--- src/tkc_pkg.sv ---
package tkc_pkg;

    // input and output field widths
    localparam int EMF_W  = 23;
    localparam int TEMP_W = 20;

    // fixed-point layout of the horner datapath
    localparam int COEF_FRAC  = 16;
    localparam int U_FRAC     = 22;
    localparam int ACC_W      = 58;
    localparam int MAG_W      = ACC_W - 1;
    localparam int U_W        = EMF_W;
    localparam int LO_W       = 32;
    localparam int HI_W       = MAG_W - LO_W;
    localparam int LO_PROD_W  = LO_W + U_W;
    localparam int HI_PROD_W  = HI_W + U_W;
    localparam int OUT_FRAC_SHIFT = COEF_FRAC - 8;
    localparam int RND_W      = MAG_W + 1 - OUT_FRAC_SHIFT;

    localparam int NUM_STEPS  = 9;
    localparam int NUM_COEF   = NUM_STEPS + 1;

    localparam logic [RND_W-1:0] TEMP_POS_LIMIT = RND_W'(524287);
    localparam logic [RND_W-1:0] TEMP_NEG_LIMIT = RND_W'(524288);
    localparam logic signed [TEMP_W-1:0] TEMP_MAX_VAL = TEMP_W'(524287);
    localparam logic signed [TEMP_W-1:0] TEMP_MIN_VAL = TEMP_W'(-524288);

    typedef logic signed [ACC_W-1:0] acc_t;

    // per-item control that travels with the accumulator
    typedef struct packed {
        logic           valid;
        logic           set_neg;
        logic [U_W-1:0] u_mag;
    } tkc_lane_t;

    // round(mant * 10^-exp10 * 2^(6j + 16)), ties away from zero, by long division
    function automatic acc_t scaled_coef(input int mant, input int exp10, input int j);
        logic [63:0]  den;
        logic [127:0] num;
        logic [127:0] q;
        logic [64:0]  r;
        logic [31:0]  mag;
        int           shift;
        den = 64'd1;
        for (int i = 0; i < exp10; i++)
        begin
            den = den * 64'd5;
        end
        mag   = (mant < 0) ? 32'(-mant) : 32'(mant);
        shift = 6 * j + COEF_FRAC - exp10;
        num   = 128'(mag) << shift;
        q     = '0;
        r     = '0;
        for (int i = 127; i >= 0; i--)
        begin
            r = {r[63:0], num[i]};
            if (r >= 65'(den))
            begin
                r    = r - 65'(den);
                q[i] = 1'b1;
            end
        end
        if ({r[63:0], 1'b0} >= 65'(den))
        begin
            q = q + 128'd1;
        end
        return (mant < 0) ? $signed(-ACC_W'(q)) : $signed(ACC_W'(q));
    endfunction

    // sub-zero set, padded with a zero top coefficient so both sets take nine steps
    localparam acc_t COEF_NEG [NUM_COEF] = '{
        scaled_coef(0, 0, 0),
        scaled_coef(25173462, 6, 1),
        scaled_coef(-11662878, 7, 2),
        scaled_coef(-10833638, 7, 3),
        scaled_coef(-89773540, 8, 4),
        scaled_coef(-37342377, 8, 5),
        scaled_coef(-86632643, 9, 6),
        scaled_coef(-10450598, 9, 7),
        scaled_coef(-51920577, 11, 8),
        scaled_coef(0, 0, 9)
    };

    localparam acc_t COEF_POS [NUM_COEF] = '{
        scaled_coef(0, 0, 0),
        scaled_coef(2508355, 5, 1),
        scaled_coef(7860106, 8, 2),
        scaled_coef(-2503131, 7, 3),
        scaled_coef(8315270, 8, 4),
        scaled_coef(-1228034, 8, 5),
        scaled_coef(9804036, 10, 6),
        scaled_coef(-4413030, 11, 7),
        scaled_coef(1057734, 12, 8),
        scaled_coef(-1052755, 14, 9)
    };

endpackage

--- src/tkc_horner_step.sv ---
module tkc_horner_step
    import tkc_pkg::*;
(
    input  logic      clk,
    input  logic      rst_n,
    input  logic      adv,
    input  tkc_lane_t lane_in,
    input  acc_t      acc_in,
    input  acc_t      coef_pos,
    input  acc_t      coef_neg,
    output tkc_lane_t lane_out,
    output acc_t      acc_out
);

    // stage 1: magnitude of accumulator
    tkc_lane_t            s1_lane_reg;
    logic [MAG_W-1:0]     s1_mag_reg;
    logic                 s1_sign_reg;
    // stage 2: partial products
    tkc_lane_t            s2_lane_reg;
    logic [LO_PROD_W-1:0] s2_lo_reg;
    logic [HI_PROD_W-1:0] s2_hi_reg;
    logic                 s2_neg_reg;
    // stage 3: rounded product magnitude
    tkc_lane_t            s3_lane_reg;
    logic [ACC_W-1:0]     s3_m_reg;
    logic                 s3_neg_reg;
    // stage 4: accumulate coefficient
    tkc_lane_t            s4_lane_reg;
    acc_t                 s4_acc_reg;

    acc_t                 abs_acc;
    logic [LO_PROD_W:0]   lo_sum;
    logic [ACC_W-1:0]     m_next;
    acc_t                 coef_sel;
    acc_t                 acc_next;

    always_comb
    begin
        abs_acc  = acc_in[ACC_W-1] ? -acc_in : acc_in;
        lo_sum   = {1'b0, s2_lo_reg} + (LO_PROD_W + 1)'(1 << (U_FRAC - 1));
        m_next   = {s2_hi_reg, {(ACC_W - HI_PROD_W){1'b0}}}
                 + ACC_W'(lo_sum[LO_PROD_W:U_FRAC]);
        coef_sel = s3_lane_reg.set_neg ? coef_neg : coef_pos;
        acc_next = s3_neg_reg ? coef_sel - $signed(s3_m_reg) : coef_sel + $signed(s3_m_reg);
    end

    // lane control, valid bits cleared at reset
    always_ff @(posedge clk or negedge rst_n)
    begin
        if (!rst_n)
        begin
            s1_lane_reg <= '0;
            s2_lane_reg <= '0;
            s3_lane_reg <= '0;
            s4_lane_reg <= '0;
        end
        else if (adv)
        begin
            s1_lane_reg <= lane_in;
            s2_lane_reg <= s1_lane_reg;
            s3_lane_reg <= s2_lane_reg;
            s4_lane_reg <= s3_lane_reg;
        end
    end

    always_ff @(posedge clk)
    begin
        if (adv)
        begin
            s1_mag_reg          <= abs_acc[MAG_W-1:0];
            s1_sign_reg         <= acc_in[ACC_W-1];

            s2_lo_reg           <= s1_mag_reg[LO_W-1:0] * s1_lane_reg.u_mag;
            s2_hi_reg           <= s1_mag_reg[MAG_W-1:LO_W] * s1_lane_reg.u_mag;
            s2_neg_reg          <= s1_sign_reg ^ s1_lane_reg.set_neg;

            s3_m_reg            <= m_next;
            s3_neg_reg          <= s2_neg_reg;

            s4_acc_reg          <= acc_next;
        end
    end

    assign lane_out = s4_lane_reg;
    assign acc_out  = s4_acc_reg;

    // a valid item entering while advancing shows up in stage 1
    a_enter: assert property (@(posedge clk) disable iff (!rst_n)
        adv && lane_in.valid |=> s1_lane_reg.valid)
        else $error("horner step dropped an entering item");

    // a stall freezes the result stage
    a_hold: assert property (@(posedge clk) disable iff (!rst_n)
        !adv && s4_lane_reg.valid |=> s4_lane_reg.valid && $stable(s4_acc_reg))
        else $error("horner step result changed during stall");

    // zero voltage leaves only the coefficient of the positive set
    a_zero: assert property (@(posedge clk) disable iff (!rst_n)
        s4_lane_reg.valid && (s4_lane_reg.u_mag == '0) |-> s4_acc_reg == coef_pos)
        else $error("horner step wrong for zero voltage");

    // products of a zero magnitude are zero
    a_prod: assert property (@(posedge clk) disable iff (!rst_n)
        s2_lane_reg.valid && (s2_lane_reg.u_mag == '0) |-> (s2_lo_reg == '0) && (s2_hi_reg == '0))
        else $error("horner step product wrong for zero voltage");

endmodule

--- config.mk ---
export PLATFORM = sky130hd
export DESIGN_NAME = tkc_horner_step
export DESIGN_NICKNAME = d
export VERILOG_FILES = /design/src/tkc_pkg.sv /design/src/tkc_horner_step.sv
export SDC_FILE = /design/constraint.sdc
export NUM_CORES = 2
export LEC_CHECK = 0
export BUFFER_PORTS_ARGS = -buffer_cell sky130_fd_sc_hd__buf_2
export CORE_ASPECT_RATIO = 0.9
export CORE_MARGIN = 5
export CORE_UTILIZATION = 70
export DETAILED_ROUTE_END_ITERATION = 10
export PLACE_DENSITY_LB_ADDON = 0.3
export SYNTH_ARGS = -nofsm -noshare
export SYNTH_HDL_FRONTEND = slang
export SYNTH_SLANG_ARGS = --single-unit
--- constraint.sdc ---
create_clock -name clk -period 12.52 [get_ports clk]
set_input_delay 2.504 -clock clk [delete_from_list [all_inputs] [get_ports clk]]
set_output_delay 2.504 -clock clk [all_outputs]
set_load 0.01 [all_outputs]
==> metrics.md <==
| Metric | Value |
|---|---|
| Final GP Congestion | `roughly 0.95` |
| Clock Latency Late Sink | `0.61 ns` |
| Most area-consuming cells after synthesis | `fa_1 36%, edfxtp_1 13%, ha_1 8.9%, inv_1 7.5%, and2_1 6.1%` |
| Residual DRC | `0` |
| Dpl hpwl | `between 100 and 150 mm` |
| Hold slack | `between 0.4 and 0.5 ns` |
| Top-count cell post-synth | `inv_1` |
| Area grow syn2layout | `5.850%` |
| Largest net degree at the start of global routing | `~150` |
| Worst Hold Launch | `s2_neg_reg` |
| Die X-Extent | `approximately 320 um` |
| R2R Path Start | `s1_lane_reg[7]` |
| Worst slew pin tran | `between 1 and 1.5 ns` |
| I/O pin cnt | `285` |
| Via/cell ratio | `between 6 and 7` |
| Post-layout minimum cycle time | `between 8 and 9 ns` |
| Placement Setup Slack | `a little under 4 ns` |
| Outcome | `finished clean` |
| Slew margin rel. | `0.02062` |
| DRT antenna net count | `0` |
| Slew Viols, Final | `0` |
| Setup crit end kind | `register` |
| Hold Path Class | `register to register` |
| Sequential fraction of the synthesis area | `0.1680` |
| FF+latch count, synth | `358` |
| Max_cap viols | `0` |
| Yosys warns | `0` |
| Clk root buf | `clkbuf_16` |
| Wire per inst | `~21 um` |
| CTS tree | `done` |
| Post-synth top area share | `0.3636` |
| Critical path class | `register to register` |
| Fin. Hold Viols | `0` |
| CP Launch Type | `register` |
| Initial core utilization | `0.7071` |
| Pre-antenna DRT Iters | `6` |
| Tcrit/Tclk final | `0.7121` |
| Mapped Nets | `around 8100` |
| Final setup violating endpoints | `0` |
| EDFF count, synth | `258` |
| Most used cell along the critical path | `fa_1` |
| CTS sink count | `358` |
| Cells after Synth | `6352` |
| DIE AREA | `around 0.093 mm^2` |
| Total gr overflow | `0` |
| Fmax | `0.1122 GHz` |
| Fraction of registers with async set/reset | `0.2793` |
| First-pass GRT wire length | `257.9 mm` |
| Number of global-route vias before repair | `between 40000 and 50000` |
| Num CTS Buffers | `about 40` |
| Fin Setup TNS | `0 ns` |
| Initial DRC count | `between 3000 and 4000` |
| RSZ-0062 raised after global routing | `no` |
| Row count | `between 100 and 150` |
| Worst Setup SP | `s1_lane_reg[7]` |
| Delay-heaviest family, CP | `adder cells` |
| Hold_buf cts | `0` |
| WP data required | `between 10 and 15 ns` |
| CP Max Fanout | `37` |
| Core region area | `between 0.08 and 0.09 mm^2` |
| Initial antenna violation count | `1` |
| Syn Area/Cell | `9.604 um^2` |
| Crit path max-delay cell type | `dfrtp_1` |
| Post-CTS Repair Setup Buffers | `0` |
| CTS resizes | `0` |
| Nets | `8176` |
| CP arrival | `between 9 and 10 ns` |
| CTS H-tree depth | `2` |
| Die H | `about 290 um` |
| Final Skew | `between 0.02 and 0.03 ns` |
| Total global-route track usage | `0.3490` |
| Clk pin slew, worst setup/hold paths | `around 0.07 ns` |
| DR vias | `approximately 46000` |
| Finished Core Util | `0.7484` |
| Synth area leader | `fa_1` |
| Post-synth top flop | `edfxtp_1` |
| Share of cells above drive strength 1 | `0.09396` |
| Distinct cells, synth | `68` |
| Synthesized area | `~0.06 mm^2` |
| Setup ws final | `around 3.6 ns` |
| Final wirelength | `~160 mm` |
| CP Buf/Inv Count | `5` |
| Synth top cells by count | `1226 x inv_1, 1108 x fa_1, 861 x nand2_1, 590 x and2_1, 436 x ha_1` |
| Max incr delay on CP | `approximately 0.97 ns` |
| CTS Buffer Depth | `3` |
| PortBufs | `284` |
## stage by stage
stage | instance area [um^2] | std cells
finish | 64570 | 7605
global route | 64570 | 7604
CTS | 64570 | 7604
detailed placement | 63210 | 7531
global placement | 63210 | 7531
floorplan | 61000 | 6352
## layout make-up
class / instances / area (um^2)
Sequential cell: 358 / 10280
Clock buffer: 53 / 1121
Timing Repair Buffer: 348 / 1927
Inverter: 1227 / 4606
Multi-Input combinational cell: 4454 / 44970
Clock inverter: 20 / 234.0
Tap cell: 1144 / 1431
Antenna cell: 1 / 2.502
Fill cell: 6020 / 21700
## path summary, 6_finish.rpt
| kind | end | cells past startpoint | slack (ns) |
|---|---|---|---|
| worst min-delay path | s3_neg_reg | 0 | 0.43 |
| max in group asynchronous | s1_lane_reg[18] | 2 | 9.24 |
| min in group asynchronous | s3_lane_reg[12] | 1 | 1.89 |
| worst max register to register | s2_lo_reg[50] | 25 | 3.60 |
| worst max-delay path | s2_lo_reg[50] | 25 | 3.60 |
| worst min register to register | s3_neg_reg | 0 | 0.43 |
## routing by layer
layer  wire length [um]  vias to the layer above  global-route usage
met4               9136                        0              0.1549
li1                   -                    19690                   -
met1              58240                    22830              0.4586
met5                  0                        -                   0
met3              18670                      641             0.08502
met2              75460                     2665              0.5575
## cell usage in the layout, fill, tap and decap left out, types with 20 or more instances in the layout
| master | netlist | routed |
|---|---|---|
| edfxtp_1 | 258 | 258 |
| buf_4 | 0 | 64 |
| o21ai_0 | 125 | 125 |
| nand3_1 | 53 | 53 |
| nand2_1 | 861 | 861 |
| nand2b_1 | 20 | 20 |
| fa_1 | 1108 | 1108 |
| buf_2 | 0 | 282 |
| a21oi_1 | 175 | 175 |
| inv_1 | 1226 | 1226 |
| nor2_1 | 126 | 126 |
| dfrtp_1 | 100 | 82 |
| xnor2_1 | 238 | 238 |
| xor2_1 | 85 | 85 |
| and2_1 | 590 | 590 |
| mux2_2 | 156 | 156 |
| o21a_1 | 21 | 21 |
| nor2b_1 | 24 | 24 |
| nand4_1 | 32 | 32 |
| o21bai_1 | 24 | 24 |
| ha_1 | 436 | 436 |
| and3_1 | 30 | 30 |
| a31oi_1 | 27 | 27 |
| a21o_1 | 101 | 101 |
| nor3_1 | 42 | 42 |
| clkbuf_16 | 0 | 41 |
## cells by family (layout without fill, tap and decap cells)
| family | after synthesis | after routing | synth area share |
|---|---|---|---|
| compound gates | 566 | 566 | 0.05823 |
| xor+xnor | 323 | 323 | 0.04637 |
| fa+ha+maj | 1544 | 1544 | 0.4530 |
| buf+inv | 1540 | 1648 | 0.09476 |
| flops | 358 | 358 | 0.1680 |
| mux | 159 | 159 | 0.02929 |
| other cells | 0 | 1 | 0 |
| simple gates | 1862 | 1862 | 0.1503 |
Power is not shown: default switching activity piles up to over one toggle a cycle in this logic, so the estimate is an artifact.
